### src/hw/rtl/pif_pkg.sv
// ----------------------------------------------------------------------------
// pif_pkg
// Shared constants, types and helpers of the integer format interpreter.
// ----------------------------------------------------------------------------
package pif_pkg;

  localparam int MAX_FIELD   = 60;
  localparam int SPEC_DEPTH  = 16;
  localparam int MAX_DIGITS  = 22;
  localparam int MAX_OUT     = 64;
  localparam int QUEUE_DEPTH = 2;
  localparam int CONV_STEPS  = 64;
  localparam int NUM_REGS    = 3;

  localparam int NUM_W      = $clog2(MAX_FIELD + 1);
  localparam int SPEC_IDX_W = $clog2(SPEC_DEPTH);
  localparam int SPEC_LEN_W = $clog2(SPEC_DEPTH + 1);
  localparam int DIG_IDX_W  = $clog2(MAX_DIGITS);
  localparam int DIG_CNT_W  = $clog2(MAX_DIGITS + 1);
  localparam int OUT_W      = $clog2(MAX_OUT + 1);
  localparam int CONV_W     = $clog2(CONV_STEPS);
  localparam int QPTR_W     = (QUEUE_DEPTH > 1) ? $clog2(QUEUE_DEPTH) : 1;
  localparam int QCNT_W     = $clog2(QUEUE_DEPTH + 1);
  localparam int SPAN_W     = $clog2(2 + 3 * MAX_FIELD + MAX_DIGITS + SPEC_DEPTH + 1);
  localparam int PADDR_W    = $clog2(4 * NUM_REGS);

  localparam logic [1:0] REG_INT_IS_32     = 2'd0;
  localparam logic [1:0] REG_LONG_IS_64    = 2'd1;
  localparam logic [1:0] REG_POINTER_IS_32 = 2'd2;

  localparam logic [7:0] CH_PERCENT = 8'h25;
  localparam logic [7:0] CH_HASH    = 8'h23;
  localparam logic [7:0] CH_MINUS   = 8'h2d;
  localparam logic [7:0] CH_PLUS    = 8'h2b;
  localparam logic [7:0] CH_SPACE   = 8'h20;
  localparam logic [7:0] CH_DOT     = 8'h2e;
  localparam logic [7:0] CH_STAR    = 8'h2a;
  localparam logic [7:0] CH_ZERO    = 8'h30;
  localparam logic [7:0] CH_NINE    = 8'h39;
  localparam logic [7:0] CH_L       = 8'h6c;
  localparam logic [7:0] CH_C       = 8'h63;
  localparam logic [7:0] CH_P       = 8'h70;
  localparam logic [7:0] CH_UPPER_X = 8'h58;
  localparam logic [7:0] CH_LOWER_X = 8'h78;
  localparam logic [7:0] CH_O       = 8'h6f;
  localparam logic [7:0] CH_D       = 8'h64;
  localparam logic [7:0] CH_I       = 8'h69;
  localparam logic [7:0] CH_U       = 8'h75;
  localparam logic [7:0] CH_UPPER_A = 8'h41;
  localparam logic [7:0] CH_LOWER_A = 8'h61;

  typedef enum logic [1:0] {RADIX_8, RADIX_10, RADIX_16} radix_t;
  typedef enum logic [1:0] {BITS_16, BITS_32, BITS_64} bits_t;
  typedef enum logic [1:0] {SIGN_NONE, SIGN_SPACE, SIGN_PLUS} sign_mode_t;

  typedef enum logic [2:0] {
    BK_IDLE, BK_CONV, BK_COUNT, BK_LAYOUT, BK_SPAN, BK_EMIT
  } back_state_t;

  typedef struct packed {
    logic int_is_32;
    logic long_is_64;
    logic pointer_is_32;
  } cfg_t;

  typedef struct packed {
    logic                             is_num;
    logic                             bad;
    radix_t                           radix;
    logic                             upper;
    logic [63:0]                      value;
    logic [SPEC_DEPTH-1:0][7:0]       text;
    logic [SPEC_LEN_W-1:0]            slen;
    logic [NUM_W-1:0]                 width;
    logic [NUM_W-1:0]                 prec;
    logic                             use_prec;
    logic                             left;
    logic                             zero_first;
    logic [1:0]                       plen;
    logic [7:0]                       pre0;
    logic [7:0]                       pre1;
  } job_t;

  typedef struct packed {
    logic full;
    logic empty;
  } queue_status_t;

  function automatic logic [63:0] mask_bits(logic [63:0] v, bits_t b);
    case (b)
      BITS_16: mask_bits = {48'd0, v[15:0]};
      BITS_32: mask_bits = {32'd0, v[31:0]};
      default: mask_bits = v;
    endcase
  endfunction

  function automatic logic top_bit(logic [63:0] v, bits_t b);
    case (b)
      BITS_16: top_bit = v[15];
      BITS_32: top_bit = v[31];
      default: top_bit = v[63];
    endcase
  endfunction

  function automatic logic [NUM_W-1:0] sat_field(logic [63:0] v);
    sat_field = (v > 64'(MAX_FIELD)) ? NUM_W'(MAX_FIELD) : v[NUM_W-1:0];
  endfunction

endpackage

### src/hw/rtl/pif_in_if.sv
// ----------------------------------------------------------------------------
// pif_in_if
// Format character channel: one character and its argument word per beat.
// ----------------------------------------------------------------------------
interface pif_in_if;
  logic        valid;
  logic        ready;
  logic [7:0]  fmt_char;
  logic [63:0] arg_value;

  modport source (output valid, output fmt_char, output arg_value, input ready);
  modport sink   (input valid, input fmt_char, input arg_value, output ready);
endinterface

### src/hw/rtl/pif_out_if.sv
// ----------------------------------------------------------------------------
// pif_out_if
// Text channel: one emitted character with its flags and running count.
// ----------------------------------------------------------------------------
interface pif_out_if;
  logic        valid;
  logic        ready;
  logic [7:0]  out_char;
  logic        last;
  logic        bad_spec;
  logic [31:0] total_count;

  modport source (output valid, output out_char, output last, output bad_spec,
                  output total_count, input ready);
  modport sink   (input valid, input out_char, input last, input bad_spec,
                  input total_count, output ready);
endinterface

### src/hw/rtl/pif_front.sv
// ----------------------------------------------------------------------------
// pif_front
// Specifier parser: tracks flags, width and precision, and turns every
// character that produces text into a job for the emitter.
// ----------------------------------------------------------------------------
module pif_front (
  input  logic          clk,
  input  logic          rst,
  input  pif_pkg::cfg_t cfg,
  pif_in_if.sink        in_ch,
  input  logic          q_full,
  output logic          push,
  output pif_pkg::job_t job
);
  import pif_pkg::*;

  logic                       in_spec, in_spec_next;
  logic [NUM_W-1:0]           pending, pending_next;
  logic [NUM_W-1:0]           fwidth, fwidth_next;
  logic                       fl_long, fl_long_next;
  logic                       fl_llong, fl_llong_next;
  logic                       fl_alt, fl_alt_next;
  logic                       fl_left, fl_left_next;
  logic                       fl_zero, fl_zero_next;
  logic                       have_num, have_num_next;
  logic                       have_prec, have_prec_next;
  sign_mode_t                 sign_mode, sign_mode_next;
  logic [SPEC_DEPTH-1:0][7:0] spec_text, spec_text_next;
  logic [SPEC_LEN_W-1:0]      spec_len, spec_len_next;

  logic accept;

  assign in_ch.ready = !q_full;
  assign accept      = in_ch.valid && !q_full;

  always_comb begin
    logic [7:0]  ch;
    logic [63:0] arg;
    bits_t       ibits;
    bits_t       nbits;
    bits_t       ubits;
    logic        done;
    logic        is_number;
    logic        signed_conv;
    logic [63:0] u;
    logic [63:0] star_v;
    logic        neg;
    logic        zero_val;
    logic        alt_eff;
    logic [7:0]  sgn;
    logic        have_sgn;
    logic [9:0]  acc;

    ch          = in_ch.fmt_char;
    arg         = in_ch.arg_value;
    ibits       = cfg.int_is_32 ? BITS_32 : BITS_16;
    nbits       = fl_llong ? BITS_64 : (fl_long ? (cfg.long_is_64 ? BITS_64 : BITS_32) : ibits);
    ubits       = nbits;
    done        = 1'b1;
    is_number   = 1'b0;
    signed_conv = 1'b0;
    u           = '0;
    star_v      = '0;
    neg         = 1'b0;
    zero_val    = 1'b0;
    alt_eff     = fl_alt;
    sgn         = CH_SPACE;
    have_sgn    = 1'b0;
    acc         = '0;

    in_spec_next   = in_spec;
    pending_next   = pending;
    fwidth_next    = fwidth;
    fl_long_next   = fl_long;
    fl_llong_next  = fl_llong;
    fl_alt_next    = fl_alt;
    fl_left_next   = fl_left;
    fl_zero_next   = fl_zero;
    have_num_next  = have_num;
    have_prec_next = have_prec;
    sign_mode_next = sign_mode;
    spec_text_next = spec_text;
    spec_len_next  = spec_len;

    push           = 1'b0;
    job            = '0;
    job.radix      = RADIX_10;
    job.slen       = SPEC_LEN_W'(1);
    job.text[0]    = ch;

    case (sign_mode)
      SIGN_PLUS:  begin sgn = CH_PLUS;  have_sgn = 1'b1; end
      SIGN_SPACE: begin sgn = CH_SPACE; have_sgn = 1'b1; end
      default:    begin sgn = CH_SPACE; have_sgn = 1'b0; end
    endcase

    if (accept) begin
      if (!in_spec) begin
        if (ch == CH_PERCENT) begin
          in_spec_next   = 1'b1;
          pending_next   = '0;
          fwidth_next    = '0;
          fl_long_next   = 1'b0;
          fl_llong_next  = 1'b0;
          fl_alt_next    = 1'b0;
          fl_left_next   = 1'b0;
          fl_zero_next   = 1'b0;
          have_num_next  = 1'b0;
          have_prec_next = 1'b0;
          sign_mode_next = SIGN_NONE;
          spec_text_next[0] = CH_PERCENT;
          spec_len_next  = SPEC_LEN_W'(1);
        end else begin
          push = 1'b1;
        end
      end else begin
        if (spec_len < SPEC_LEN_W'(SPEC_DEPTH)) begin
          spec_text_next[spec_len[SPEC_IDX_W-1:0]] = ch;
          spec_len_next = spec_len + SPEC_LEN_W'(1);
        end
        case (ch)
          CH_PERCENT: begin
            push        = 1'b1;
            job.text[0] = CH_PERCENT;
          end
          CH_HASH: begin
            fl_alt_next = 1'b1;
            done        = 1'b0;
          end
          CH_L: begin
            if (fl_llong) begin
              push     = 1'b1;
              job.bad  = 1'b1;
              job.text = spec_text_next;
              job.slen = spec_len_next;
            end else begin
              if (fl_long) begin
                fl_long_next  = 1'b0;
                fl_llong_next = 1'b1;
              end else begin
                fl_long_next  = 1'b1;
              end
              done = 1'b0;
            end
          end
          CH_MINUS: begin
            fl_left_next = 1'b1;
            done         = 1'b0;
          end
          CH_PLUS: begin
            sign_mode_next = SIGN_PLUS;
            done           = 1'b0;
          end
          CH_SPACE: begin
            if (sign_mode != SIGN_PLUS) sign_mode_next = SIGN_SPACE;
            done = 1'b0;
          end
          CH_DOT: begin
            if (have_num) begin
              fwidth_next   = pending;
              pending_next  = '0;
              have_num_next = 1'b0;
            end
            have_prec_next = 1'b1;
            done           = 1'b0;
          end
          CH_STAR: begin
            star_v = mask_bits(arg, ibits);
            if (!top_bit(star_v, ibits)) begin
              pending_next = sat_field(star_v);
            end else if (have_prec) begin
              pending_next = '0;
            end else begin
              fl_left_next = 1'b1;
              pending_next = sat_field(mask_bits(64'd0 - star_v, ibits));
            end
            have_num_next = 1'b1;
            done          = 1'b0;
          end
          CH_C: begin
            push        = 1'b1;
            job.text[0] = arg[7:0];
            if (have_num || have_prec) begin
              job.plen       = have_sgn ? 2'd1 : 2'd0;
              job.pre0       = sgn;
              job.left       = fl_left;
              job.zero_first = fl_zero && !fl_left;
              if (have_prec) begin
                job.width = fwidth;
                job.slen  = (pending == '0) ? SPEC_LEN_W'(0) : SPEC_LEN_W'(1);
              end else begin
                job.width = pending;
              end
            end
          end
          CH_P: begin
            is_number = 1'b1;
            ubits     = cfg.pointer_is_32 ? BITS_32 : BITS_16;
            job.radix = RADIX_16;
            alt_eff   = (mask_bits(arg, ubits) != 64'd0);
          end
          CH_UPPER_X: begin
            is_number = 1'b1;
            job.radix = RADIX_16;
            job.upper = 1'b1;
          end
          CH_LOWER_X: begin
            is_number = 1'b1;
            job.radix = RADIX_16;
          end
          CH_O: begin
            is_number = 1'b1;
            job.radix = RADIX_8;
          end
          CH_D, CH_I: begin
            is_number   = 1'b1;
            signed_conv = 1'b1;
          end
          CH_U: begin
            is_number = 1'b1;
          end
          default: begin
            if (ch >= CH_ZERO && ch <= CH_NINE) begin
              if (ch == CH_ZERO && pending == '0 && !have_prec) begin
                fl_zero_next = !fl_left;
              end else begin
                acc = 10'(pending) * 10'd10 + 10'(ch[3:0]);
                pending_next  = (acc > 10'(MAX_FIELD)) ? NUM_W'(MAX_FIELD) : acc[NUM_W-1:0];
                have_num_next = 1'b1;
              end
              done = 1'b0;
            end else begin
              push     = 1'b1;
              job.bad  = 1'b1;
              job.text = spec_text_next;
              job.slen = spec_len_next;
            end
          end
        endcase

        if (is_number) begin
          push     = 1'b1;
          job.is_num = 1'b1;
          u        = mask_bits(arg, ubits);
          neg      = top_bit(u, ubits);
          zero_val = (u == 64'd0);
          if (signed_conv && neg) begin
            u        = mask_bits(64'd0 - u, ubits);
            sgn      = CH_MINUS;
            have_sgn = 1'b1;
          end
          if (job.radix != RADIX_10) have_sgn = 1'b0;
          job.value = u;
          if (alt_eff && !zero_val && job.radix == RADIX_16) begin
            job.plen = 2'd2;
            job.pre0 = CH_ZERO;
            job.pre1 = job.upper ? CH_UPPER_X : CH_LOWER_X;
          end else if (alt_eff && !zero_val && job.radix == RADIX_8) begin
            job.plen = 2'd1;
            job.pre0 = CH_ZERO;
          end else if (have_sgn) begin
            job.plen = 2'd1;
            job.pre0 = sgn;
          end
          job.prec       = pending;
          job.use_prec   = have_prec;
          job.width      = (!have_prec && have_num) ? pending : fwidth;
          job.left       = fl_left;
          job.zero_first = fl_zero && !fl_left;
        end

        if (done) in_spec_next = 1'b0;
      end
    end
  end

  always_ff @(posedge clk) begin
    if (rst) begin
      in_spec   <= 1'b0;
      pending   <= '0;
      fwidth    <= '0;
      fl_long   <= 1'b0;
      fl_llong  <= 1'b0;
      fl_alt    <= 1'b0;
      fl_left   <= 1'b0;
      fl_zero   <= 1'b0;
      have_num  <= 1'b0;
      have_prec <= 1'b0;
      sign_mode <= SIGN_NONE;
      spec_len  <= '0;
    end else begin
      in_spec   <= in_spec_next;
      pending   <= pending_next;
      fwidth    <= fwidth_next;
      fl_long   <= fl_long_next;
      fl_llong  <= fl_llong_next;
      fl_alt    <= fl_alt_next;
      fl_left   <= fl_left_next;
      fl_zero   <= fl_zero_next;
      have_num  <= have_num_next;
      have_prec <= have_prec_next;
      sign_mode <= sign_mode_next;
      spec_len  <= spec_len_next;
    end
  end

  always_ff @(posedge clk) begin
    spec_text <= spec_text_next;
  end

endmodule

### src/hw/rtl/pif_queue.sv
// ----------------------------------------------------------------------------
// pif_queue
// Short job queue between parser and emitter.
// ----------------------------------------------------------------------------
module pif_queue (
  input  logic                   clk,
  input  logic                   rst,
  input  logic                   push,
  input  pif_pkg::job_t          push_job,
  input  logic                   pop,
  output pif_pkg::job_t          head,
  output pif_pkg::queue_status_t status
);
  import pif_pkg::*;

  job_t              entries [QUEUE_DEPTH];
  logic [QPTR_W-1:0] wr_ptr;
  logic [QPTR_W-1:0] rd_ptr;
  logic [QCNT_W-1:0] count;
  logic              do_push;
  logic              do_pop;

  assign status.full  = (count == QCNT_W'(QUEUE_DEPTH));
  assign status.empty = (count == '0);
  assign do_push      = push && !status.full;
  assign do_pop       = pop && !status.empty;
  assign head         = entries[rd_ptr];

  always_ff @(posedge clk) begin
    if (rst) begin
      wr_ptr <= '0;
      rd_ptr <= '0;
      count  <= '0;
    end else begin
      if (do_push) begin
        wr_ptr <= (wr_ptr == QPTR_W'(QUEUE_DEPTH - 1)) ? '0 : wr_ptr + QPTR_W'(1);
      end
      if (do_pop) begin
        rd_ptr <= (rd_ptr == QPTR_W'(QUEUE_DEPTH - 1)) ? '0 : rd_ptr + QPTR_W'(1);
      end
      case ({do_push, do_pop})
        2'b10:   count <= count + QCNT_W'(1);
        2'b01:   count <= count - QCNT_W'(1);
        default: count <= count;
      endcase
    end
  end

  always_ff @(posedge clk) begin
    if (do_push) entries[wr_ptr] <= push_job;
  end

endmodule

### src/hw/rtl/pif_back.sv
// ----------------------------------------------------------------------------
// pif_back
// Emitter: converts the value to digits, lays out the padded field and
// sends it one character per beat through the output register.
// ----------------------------------------------------------------------------
module pif_back (
  input  logic                   clk,
  input  logic                   rst,
  input  pif_pkg::job_t          head,
  input  pif_pkg::queue_status_t q_status,
  output logic                   pop,
  pif_out_if.source              out_ch
);
  import pif_pkg::*;

  back_state_t state, state_next;

  job_t                         job;
  logic [MAX_DIGITS-1:0][3:0]   digits;
  logic [63:0]                  shreg;
  logic [CONV_W-1:0]            conv_cnt;
  logic [DIG_CNT_W-1:0]         nd;
  logic [SPAN_W-1:0]            seg_a, seg_f, seg_b, seg_z, seg_s, seg_t;
  logic [SPAN_W-1:0]            e1, e2, e3, e4, e5;
  logic [OUT_W-1:0]             total;
  logic [OUT_W-1:0]             pos;
  logic [31:0]                  emitted;

  logic                         slot_free;
  logic                         load_out;
  logic                         take_job;
  logic                         emit_last;
  logic [7:0]                   field_char;
  logic [MAX_DIGITS*4-1:0]      hex_bits;
  logic [MAX_DIGITS*3-1:0]      oct_bits;
  logic [MAX_DIGITS-1:0][3:0]   direct_digits;
  logic [MAX_DIGITS-1:0][3:0]   dabble_digits;
  logic [DIG_CNT_W-1:0]         nd_calc;

  assign slot_free = !out_ch.valid || out_ch.ready;

  // next state
  always_comb begin
    state_next = state;
    case (state)
      BK_IDLE: begin
        if (!q_status.empty) begin
          if (!head.is_num)                state_next = BK_LAYOUT;
          else if (head.radix == RADIX_10) state_next = BK_CONV;
          else                             state_next = BK_COUNT;
        end
      end
      BK_CONV:   if (conv_cnt == CONV_W'(CONV_STEPS - 1)) state_next = BK_COUNT;
      BK_COUNT:  state_next = BK_LAYOUT;
      BK_LAYOUT: state_next = BK_SPAN;
      BK_SPAN:   state_next = BK_EMIT;
      BK_EMIT: begin
        if (total == '0) state_next = BK_IDLE;
        else if (slot_free && emit_last) state_next = BK_IDLE;
      end
      default:   state_next = BK_IDLE;
    endcase
  end

  // control outputs
  always_comb begin
    take_job = 1'b0;
    load_out = 1'b0;
    case (state)
      BK_IDLE: take_job = !q_status.empty;
      BK_EMIT: load_out = slot_free && (total != '0);
      default: begin
        take_job = 1'b0;
        load_out = 1'b0;
      end
    endcase
  end

  assign pop = take_job;

  // hex and octal digits come straight from the bits
  always_comb begin
    hex_bits = (MAX_DIGITS*4)'(head.value);
    oct_bits = (MAX_DIGITS*3)'(head.value);
    for (int k = 0; k < MAX_DIGITS; k++) begin
      if (head.radix == RADIX_16) direct_digits[k] = hex_bits[4*k +: 4];
      else                        direct_digits[k] = {1'b0, oct_bits[3*k +: 3]};
    end
  end

  // one binary bit into the decimal digit register per cycle
  always_comb begin
    logic [MAX_DIGITS-1:0][3:0] corr;
    for (int k = 0; k < MAX_DIGITS; k++) begin
      corr[k] = (digits[k] >= 4'd5) ? digits[k] + 4'd3 : digits[k];
    end
    for (int k = 0; k < MAX_DIGITS; k++) begin
      if (k == 0) dabble_digits[k] = {corr[k][2:0], shreg[63]};
      else        dabble_digits[k] = {corr[k][2:0], corr[k-1][3]};
    end
  end

  always_comb begin
    nd_calc = DIG_CNT_W'(1);
    for (int k = 1; k < MAX_DIGITS; k++) begin
      if (digits[k] != 4'd0) nd_calc = DIG_CNT_W'(k + 1);
    end
  end

  // character at the current field position
  always_comb begin
    logic [SPAN_W-1:0]    pe;
    logic [SPAN_W-1:0]    pidx;
    logic [SPAN_W-1:0]    bidx;
    logic [DIG_CNT_W-1:0] didx;
    logic [3:0]           dval;
    logic [7:0]           body;
    pe   = SPAN_W'(pos);
    pidx = pe - e2;
    bidx = pe - e4;
    didx = nd - DIG_CNT_W'(1) - bidx[DIG_CNT_W-1:0];
    dval = digits[didx[DIG_IDX_W-1:0]];
    if (dval < 4'd10)  body = CH_ZERO + 8'(dval);
    else if (job.upper) body = CH_UPPER_A + 8'(dval) - 8'd10;
    else               body = CH_LOWER_A + 8'(dval) - 8'd10;
    if (!job.is_num) body = job.text[bidx[SPEC_IDX_W-1:0]];

    if (pe < e1)      field_char = pe[0] ? job.pre1 : job.pre0;
    else if (pe < e2) field_char = job.zero_first ? CH_ZERO : CH_SPACE;
    else if (pe < e3) field_char = pidx[0] ? job.pre1 : job.pre0;
    else if (pe < e4) field_char = CH_ZERO;
    else if (pe < e5) field_char = body;
    else              field_char = CH_SPACE;
    emit_last = (pos == total - OUT_W'(1));
  end

  always_ff @(posedge clk) begin
    if (rst) begin
      state        <= BK_IDLE;
      out_ch.valid <= 1'b0;
      emitted      <= '0;
    end else begin
      state <= state_next;
      if (load_out) begin
        out_ch.valid <= 1'b1;
        emitted      <= emitted + 32'd1;
      end else if (out_ch.ready) begin
        out_ch.valid <= 1'b0;
      end
    end
  end

  always_ff @(posedge clk) begin
    logic [SPAN_W-1:0] w, pl, zr, s, w1, w2, used;
    w    = SPAN_W'(job.width);
    pl   = SPAN_W'(job.plen);
    s    = job.is_num ? SPAN_W'(nd) : SPAN_W'(job.slen);
    zr   = (job.is_num && job.use_prec && SPAN_W'(job.prec) > SPAN_W'(nd)) ?
           SPAN_W'(job.prec) - SPAN_W'(nd) : '0;
    w1   = (w >= pl) ? w - pl : '0;
    w2   = (w1 >= zr) ? w1 - zr : '0;
    used = pl + zr + s;

    case (state)
      BK_IDLE: begin
        if (take_job) begin
          job      <= head;
          shreg    <= head.value;
          conv_cnt <= '0;
          if (head.radix == RADIX_10) digits <= '0;
          else                        digits <= direct_digits;
        end
      end
      BK_CONV: begin
        digits   <= dabble_digits;
        shreg    <= {shreg[62:0], 1'b0};
        conv_cnt <= conv_cnt + CONV_W'(1);
      end
      BK_COUNT: nd <= nd_calc;
      BK_LAYOUT: begin
        seg_z <= zr;
        seg_s <= s;
        if (job.left) begin
          seg_a <= '0;
          seg_f <= '0;
          seg_b <= pl;
          seg_t <= (w > used) ? w - used : '0;
        end else begin
          seg_a <= job.zero_first ? pl : '0;
          seg_b <= job.zero_first ? '0 : pl;
          seg_f <= (w2 > s) ? w2 - s : '0;
          seg_t <= '0;
        end
      end
      BK_SPAN: begin
        e1  <= seg_a;
        e2  <= seg_a + seg_f;
        e3  <= seg_a + seg_f + seg_b;
        e4  <= seg_a + seg_f + seg_b + seg_z;
        e5  <= seg_a + seg_f + seg_b + seg_z + seg_s;
        pos <= '0;
      end
      BK_EMIT: begin
        if (load_out) pos <= pos + OUT_W'(1);
      end
      default: begin
        pos <= pos;
      end
    endcase

    // cap the field at the per-item output limit
    if (state == BK_SPAN) begin
      if ((seg_a + seg_f + seg_b + seg_z + seg_s + seg_t) > SPAN_W'(MAX_OUT)) begin
        total <= OUT_W'(MAX_OUT);
      end else begin
        total <= OUT_W'(seg_a + seg_f + seg_b + seg_z + seg_s + seg_t);
      end
    end

    if (load_out) begin
      out_ch.out_char    <= field_char;
      out_ch.last        <= emit_last;
      out_ch.bad_spec    <= job.bad;
      out_ch.total_count <= emitted + 32'd1;
    end
  end

endmodule

### src/hw/rtl/printf_integer_formatter.sv
// ----------------------------------------------------------------------------
// printf_integer_formatter
// Integer format interpreter: format characters in, text characters out.
// ----------------------------------------------------------------------------
// in_ch carries one format character and its argument word per beat; out_ch
// carries one text character per beat with last on the final character that
// an input caused, bad_spec on replayed specifier text and a running count.
// The APB port holds the int, long and pointer size registers; write them only
// while the block is idle.
// The parser takes one input per cycle while the two-entry job queue has room.
// Specifier flags and digits only update the parser state; with the emitter free,
// a character that produces text passes through the queue and the emitter's
// LAYOUT, SPAN and EMIT states to out_ch; a hex or octal field also passes COUNT.
// A decimal conversion first runs bit-serial binary to decimal shifting in CONV.
// A field then leaves at one character per cycle while out_ch is ready, and the
// emitter takes the next job only after the last character of the field.
// Reset clears the parser, the queue, the output register and the count.
// When out_ch stalls, the output register holds its character, the emitter
// waits, and the parser keeps taking input until the queue fills.
// ----------------------------------------------------------------------------
module printf_integer_formatter (
  input  logic                         clk,
  input  logic                         rst,
  pif_in_if.sink                       in_ch,
  pif_out_if.source                    out_ch,
  input  logic                         psel,
  input  logic                         penable,
  input  logic                         pwrite,
  input  logic [pif_pkg::PADDR_W-1:0]  paddr,
  input  logic [31:0]                  pwdata,
  output logic [31:0]                  prdata,
  output logic                         pready
);
  import pif_pkg::*;

  cfg_t          cfg;
  logic          push;
  job_t          push_job;
  job_t          head;
  logic          pop;
  queue_status_t q_status;
  logic [1:0]    reg_idx;

  assign pready  = 1'b1;
  assign reg_idx = paddr[PADDR_W-1:2];

  always_ff @(posedge clk) begin
    if (rst) begin
      cfg <= '0;
    end else if (psel && penable && pwrite) begin
      case (reg_idx)
        REG_INT_IS_32:     cfg.int_is_32     <= pwdata[0];
        REG_LONG_IS_64:    cfg.long_is_64    <= pwdata[0];
        REG_POINTER_IS_32: cfg.pointer_is_32 <= pwdata[0];
        default:           cfg <= cfg;
      endcase
    end
  end

  always_comb begin
    case (reg_idx)
      REG_INT_IS_32:     prdata = {31'd0, cfg.int_is_32};
      REG_LONG_IS_64:    prdata = {31'd0, cfg.long_is_64};
      REG_POINTER_IS_32: prdata = {31'd0, cfg.pointer_is_32};
      default:           prdata = '0;
    endcase
  end

  pif_front u_front (
    .clk    (clk),
    .rst    (rst),
    .cfg    (cfg),
    .in_ch  (in_ch),
    .q_full (q_status.full),
    .push   (push),
    .job    (push_job)
  );

  pif_queue u_queue (
    .clk      (clk),
    .rst      (rst),
    .push     (push),
    .push_job (push_job),
    .pop      (pop),
    .head     (head),
    .status   (q_status)
  );

  pif_back u_back (
    .clk      (clk),
    .rst      (rst),
    .head     (head),
    .q_status (q_status),
    .pop      (pop),
    .out_ch   (out_ch)
  );

endmodule

### src/flat_wrapper.sv
// flat-port wrapper written by rule: the top's interface ports become plain ports
module printf_integer_formatter_flat import pif_pkg::*;
  (clk, rst, psel, penable, pwrite, paddr, pwdata, prdata, pready, in_ch_valid, in_ch_fmt_char, in_ch_arg_value, in_ch_ready, out_ch_valid, out_ch_out_char, out_ch_last, out_ch_bad_spec, out_ch_total_count, out_ch_ready);
  pif_in_if in_ch_i ();
  pif_out_if out_ch_i ();
  input  logic clk;
  input  logic rst;
  input  logic psel;
  input  logic penable;
  input  logic pwrite;
  input  logic [pif_pkg::PADDR_W-1:0] paddr;
  input  logic [31:0] pwdata;
  output logic [31:0] prdata;
  output logic pready;
  input wire logic [$bits(in_ch_i.valid)-1:0] in_ch_valid;
  input wire logic [$bits(in_ch_i.fmt_char)-1:0] in_ch_fmt_char;
  input wire logic [$bits(in_ch_i.arg_value)-1:0] in_ch_arg_value;
  output wire logic [$bits(in_ch_i.ready)-1:0] in_ch_ready;
  output wire logic [$bits(out_ch_i.valid)-1:0] out_ch_valid;
  output wire logic [$bits(out_ch_i.out_char)-1:0] out_ch_out_char;
  output wire logic [$bits(out_ch_i.last)-1:0] out_ch_last;
  output wire logic [$bits(out_ch_i.bad_spec)-1:0] out_ch_bad_spec;
  output wire logic [$bits(out_ch_i.total_count)-1:0] out_ch_total_count;
  input wire logic [$bits(out_ch_i.ready)-1:0] out_ch_ready;
  assign in_ch_i.valid = in_ch_valid;
  assign in_ch_i.fmt_char = in_ch_fmt_char;
  assign in_ch_i.arg_value = in_ch_arg_value;
  assign in_ch_ready = in_ch_i.ready;
  assign out_ch_valid = out_ch_i.valid;
  assign out_ch_out_char = out_ch_i.out_char;
  assign out_ch_last = out_ch_i.last;
  assign out_ch_bad_spec = out_ch_i.bad_spec;
  assign out_ch_total_count = out_ch_i.total_count;
  assign out_ch_i.ready = out_ch_ready;
  printf_integer_formatter u_core (.clk(clk), .rst(rst), .in_ch(in_ch_i), .out_ch(out_ch_i), .psel(psel), .penable(penable), .pwrite(pwrite), .paddr(paddr), .pwdata(pwdata), .prdata(prdata), .pready(pready));
endmodule
### config.mk
export PLATFORM = sky130hd
export DESIGN_NAME = printf_integer_formatter_flat
export DESIGN_NICKNAME = d
export VERILOG_FILES = /design/src/hw/rtl/pif_pkg.sv /design/src/hw/rtl/pif_in_if.sv /design/src/hw/rtl/pif_out_if.sv /design/src/hw/rtl/pif_front.sv /design/src/hw/rtl/pif_queue.sv /design/src/hw/rtl/pif_back.sv /design/src/hw/rtl/printf_integer_formatter.sv /design/src/flat_wrapper.sv
export SDC_FILE = /design/constraint.sdc
export NUM_CORES = 2
export LEC_CHECK = 0
export BUFFER_PORTS_ARGS = -buffer_cell sky130_fd_sc_hd__buf_2
export CORE_MARGIN = 3
export CORE_UTILIZATION = 55
export DETAILED_ROUTE_END_ITERATION = 12
export PLACE_DENSITY = 0.75
export SLEW_MARGIN = 0
export SYNTH_ARGS = -nofsm -noshare
export SYNTH_HDL_FRONTEND = slang
export SYNTH_SLANG_ARGS = --single-unit
### constraint.sdc
create_clock -name clk -period 17.1 [get_ports clk]
set_input_delay 1.71 -clock clk [delete_from_list [all_inputs] [get_ports clk]]
set_output_delay 1.71 -clock clk [all_outputs]
set_load 0.02 [all_outputs]
==> flow_summary.ini <==
[clocking]
cts_tree = yes
cts.htree.levels = 3
cts.path.max_buffers = 3
cts_buffers = 109
post_cts_buffers = 0
clk_latency_ns = 0.74
numClockSinks = 1093
cts_root_buffer = clkbuf_16
ctsResizeCount = 0
clk_pin_slew_ns = 0.06
cts_hold_buf = 0

[global_routing]
grt_use_total_pct = 24.76
first_global_vias = 34020
grt_max_degree = 159
grt_pass1_wl_mm = 197.9
grt-ovfl-total = 0
antenna_found_initial = 12

[critical_path]
cp.arrival_ns = 6.75
cp_common_cell = o21ai_0
critPathSlowestCell = edfxtp_1
critPathKind = reg2reg
path_max_fanout = 8
crit_required_ns = 17.50
cp-start-kind = register
critPathMaxStageDelay_ns = 0.51
cp-end-kind = register

[finish]
num-fill-cells = 7393
drive_above_1_share_pct = 16.60
finalNonFillerCells = 5756
area_growth_pct = 10.12
regArea_um2 = 32110
stdcell_area_um2 = 59860
multi_input_area_um2 = 20790
nNetsFinal = 4677

[sta]
fmax_mhz = 157.5
max-slew-margin-rel_pct = 19.37
fin_ws_ns = 10.75
slew_viol_final = 0
setup_viol = 0
tns_ns = 0
timing.hold.ws_ns = 0.4704
hold_violations = 0
tightest_slew_ns = 1.198
rsz0062_at_grt = no
period_needed_ns = 6.350
post-route-period-util_pct = 37.14
finalClockSkew_ns = 0.07618

[place]
place_area_um2 = 56180
dp_hpwl_mm = 84.20
placed_cells = 5541
gp_congestion = 0.9495
dp_slack_ns = 10.49
port_buffers = 126

[power]
cellLeakagePower_nw = 20.92
pwr-share-seq_pct = 41.5
internal-power_mw = 6.492
p_comb_share_pct = 34.1
switching_share_pct = 34.27
power.share.clock_pct = 24.4
vdd_drop_max_mv = 0.1204
p_per_area_nw_per_um2 = 165.0
p_sw_mw = 3.385

[route]
via_count = 34900
dr.pass1.iters = 6
wire_per_inst_um = 22.30
detail-route-antenna-nets = 0
viasPerCell = 6.063
drtIter0Drc = 3656
remaining_drc_errors = 0
routed_wl_mm = 128.3

[synthesis]
synthDistinctLibCells = 88
synth-seq-area-share_pct = 59.08
syn_area_per_cell_um2 = 12.66
synth-edff-count = 1022
synth-seq-cells = 1093
async_reset_ff_share_pct = 0
yosys_warnings = 0
netlist_instances = 4293
synth_area_um2 = 54350
synth_ff_type = edfxtp_1

[status]
outcome = finished clean

[floorplan]
die_h_um = 320.4
initial_utilization_pct = 55.87
rows = 114
io_pins = 192
die_area_um2 = 102600
core-area_um2 = 97280
die_w_um = 320.4

[run]
cap_violations = 0

[min_path]
hp-class = reg2reg
power by group through the flow:
stage | clock network [mW] | registers, mW | logic (mW)
after floorplan | 0 | 4.19 | 2.50
after global placement | 0 | 4.12 | 3.27
after detailed placement | 0 | 4.15 | 3.34
after CTS | 2.45 | 4.10 | 3.37
after global routing | 2.55 | 4.16 | 3.73
final | 2.41 | 4.10 | 3.37
final cells by class:
class	count	share of cell area [%]
clock buffer	137	4.783
timing repair buffer	176	1.702
tap	1276	2.667
sequential	1093	53.65
multi-input combinational	2822	34.74
antenna	10	0.04181
clock inverter	68	1.313
inverter	174	1.100
through the flow:
stage | util [%] | power [mW]
finish | 61.53 | 9.877
detailed placement | 57.75 | 7.484
global placement | 57.75 | 7.395
CTS | 61.51 | 9.911
global route | 61.53 | 10.43
floorplan | - | 6.692
placed cells by master (no fill, tap or decap), types with 67 or more instances in the layout:
cell type	n
inv_1	169
ha_1	168
nor2_1	382
xnor2_1	130
nor3_1	85
o21ai_0	165
nor2b_1	147
mux2_2	295
clkbuf_16	109
edfxtp_1	1022
buf_2	126
nand3_1	68
nand2_1	247
mux2i_1	67
xor2_1	95
a21oi_1	222
dfxtp_1	70
critical path, delay by kind of cell, from the launching register on:
kind	cells	cell delay (ns)
compound gates	12	2.44
fa+ha+maj	5	1.33
buf+inv	3	0.43
flops	1	0.51
simple gates	9	1.34
synthesized netlist by cell type (all sizes together) (10+ instances only):
library cell	instances	area [um2]
mux4	64	1441
a21o	61	457.9
o221ai	17	148.9
nor4	29	193.9
o22ai	30	200.2
buf	74	414.2
or4	15	120.1
nor3b	42	320.3
nor2b	148	925.9
and3	33	206.5
mux2i	67	670.6
nor2	386	1464
a21oi	222	1111
nand2	247	927.1
o21ai	171	855.8
inv	171	641.9
nand3b	12	90.09
or3	41	256.5
mux2	295	3322
fa	17	340.3
nand4	12	75.07
clkbuf	161	608.1
a31oi	28	175.2
nand2b	43	269.0
nand3	69	345.3
a21boi	11	82.58
ha	169	2115
and2	29	181.4
a211oi	22	165.2
o21a	14	105.1
xor2	95	832.1
a22oi	22	165.2
nor3	88	450.4
edfxtp	1022	30690
xnor2	132	1156
o211ai	10	75.07
o31ai	17	127.6
dfxtp	71	1421
per-layer routing:
metal	track usage [%]	vias up	routed length [um]
met5	0	-	0
met4	9.138	0	4325
met3	3.723	239	8591
met2	39.60	1299	60560
met1	34.70	17320	54870
li1	-	16040	-
sequential cells by signal (all words and copies together), names as in the netlist, 6 cells and up, named ones only:
signal                            flops
u_core.u_back.e4                      8
u_core.u_back.total                   7
u_core.u_back.digits                 88
u_core.u_back.pos                     7
u_core.u_front.pending                6
u_core.u_back.e5                      8
u_core.u_front.fwidth                 6
u_core.u_back.e3                      8
u_core.u_back.emitted                32
u_core.u_back.conv_cnt                6
u_core.u_back.seg_f                   8
u_core.u_back.e2                      8
u_core.u_back.shreg                  64
u_core.u_front.spec_text            128
u_core.u_back.seg_z                   7
u_core.u_back.out_ch.total_count     32
u_core.u_back.job                   159
u_core.u_back.out_ch.out_char         8
u_core.u_queue.entries              450
u_core.u_back.seg_t                   8
logic make-up (layout without fill, tap and decap cells):
kind of cell | count (synthesis) | count (layout) | synth area share, %
AND/OR/NAND/NOR | 1240 | 1240 | 11.45
AO/OA/AOI/OAI | 708 | 708 | 8.126
multiplexers | 426 | 426 | 9.997
XOR/XNOR | 229 | 229 | 3.741
buffers and inverters | 409 | 555 | 3.082
other | 2 | 43 | 0.01382
adder cells (fa/ha/maj) | 186 | 186 | 4.516
flip-flops | 1093 | 1093 | 59.08
final timing paths:
| path | startpoint | endpoint | slack [ns] | cells past startpoint |
|---|---|---|---|---|
| hold / removal | u_core.u_back.job[233]$_DFFE_PP_ | u_core.u_back.out_ch.bad_spec$_DFFE_PP_ | 0.47 | 0 |
| setup / recovery | u_core.u_back.nd[1]$_SDFFCE_PP1P_ | u_core.u_back.seg_f[2]$_SDFFCE_PP0N_ | 10.75 | 29 |
| hold reg to reg | u_core.u_back.job[233]$_DFFE_PP_ | u_core.u_back.out_ch.bad_spec$_DFFE_PP_ | 0.47 | 0 |
| setup reg to reg | u_core.u_back.nd[1]$_SDFFCE_PP1P_ | u_core.u_back.seg_f[2]$_SDFFCE_PP0N_ | 10.75 | 29 |
(Power assumes the default switching activity.)
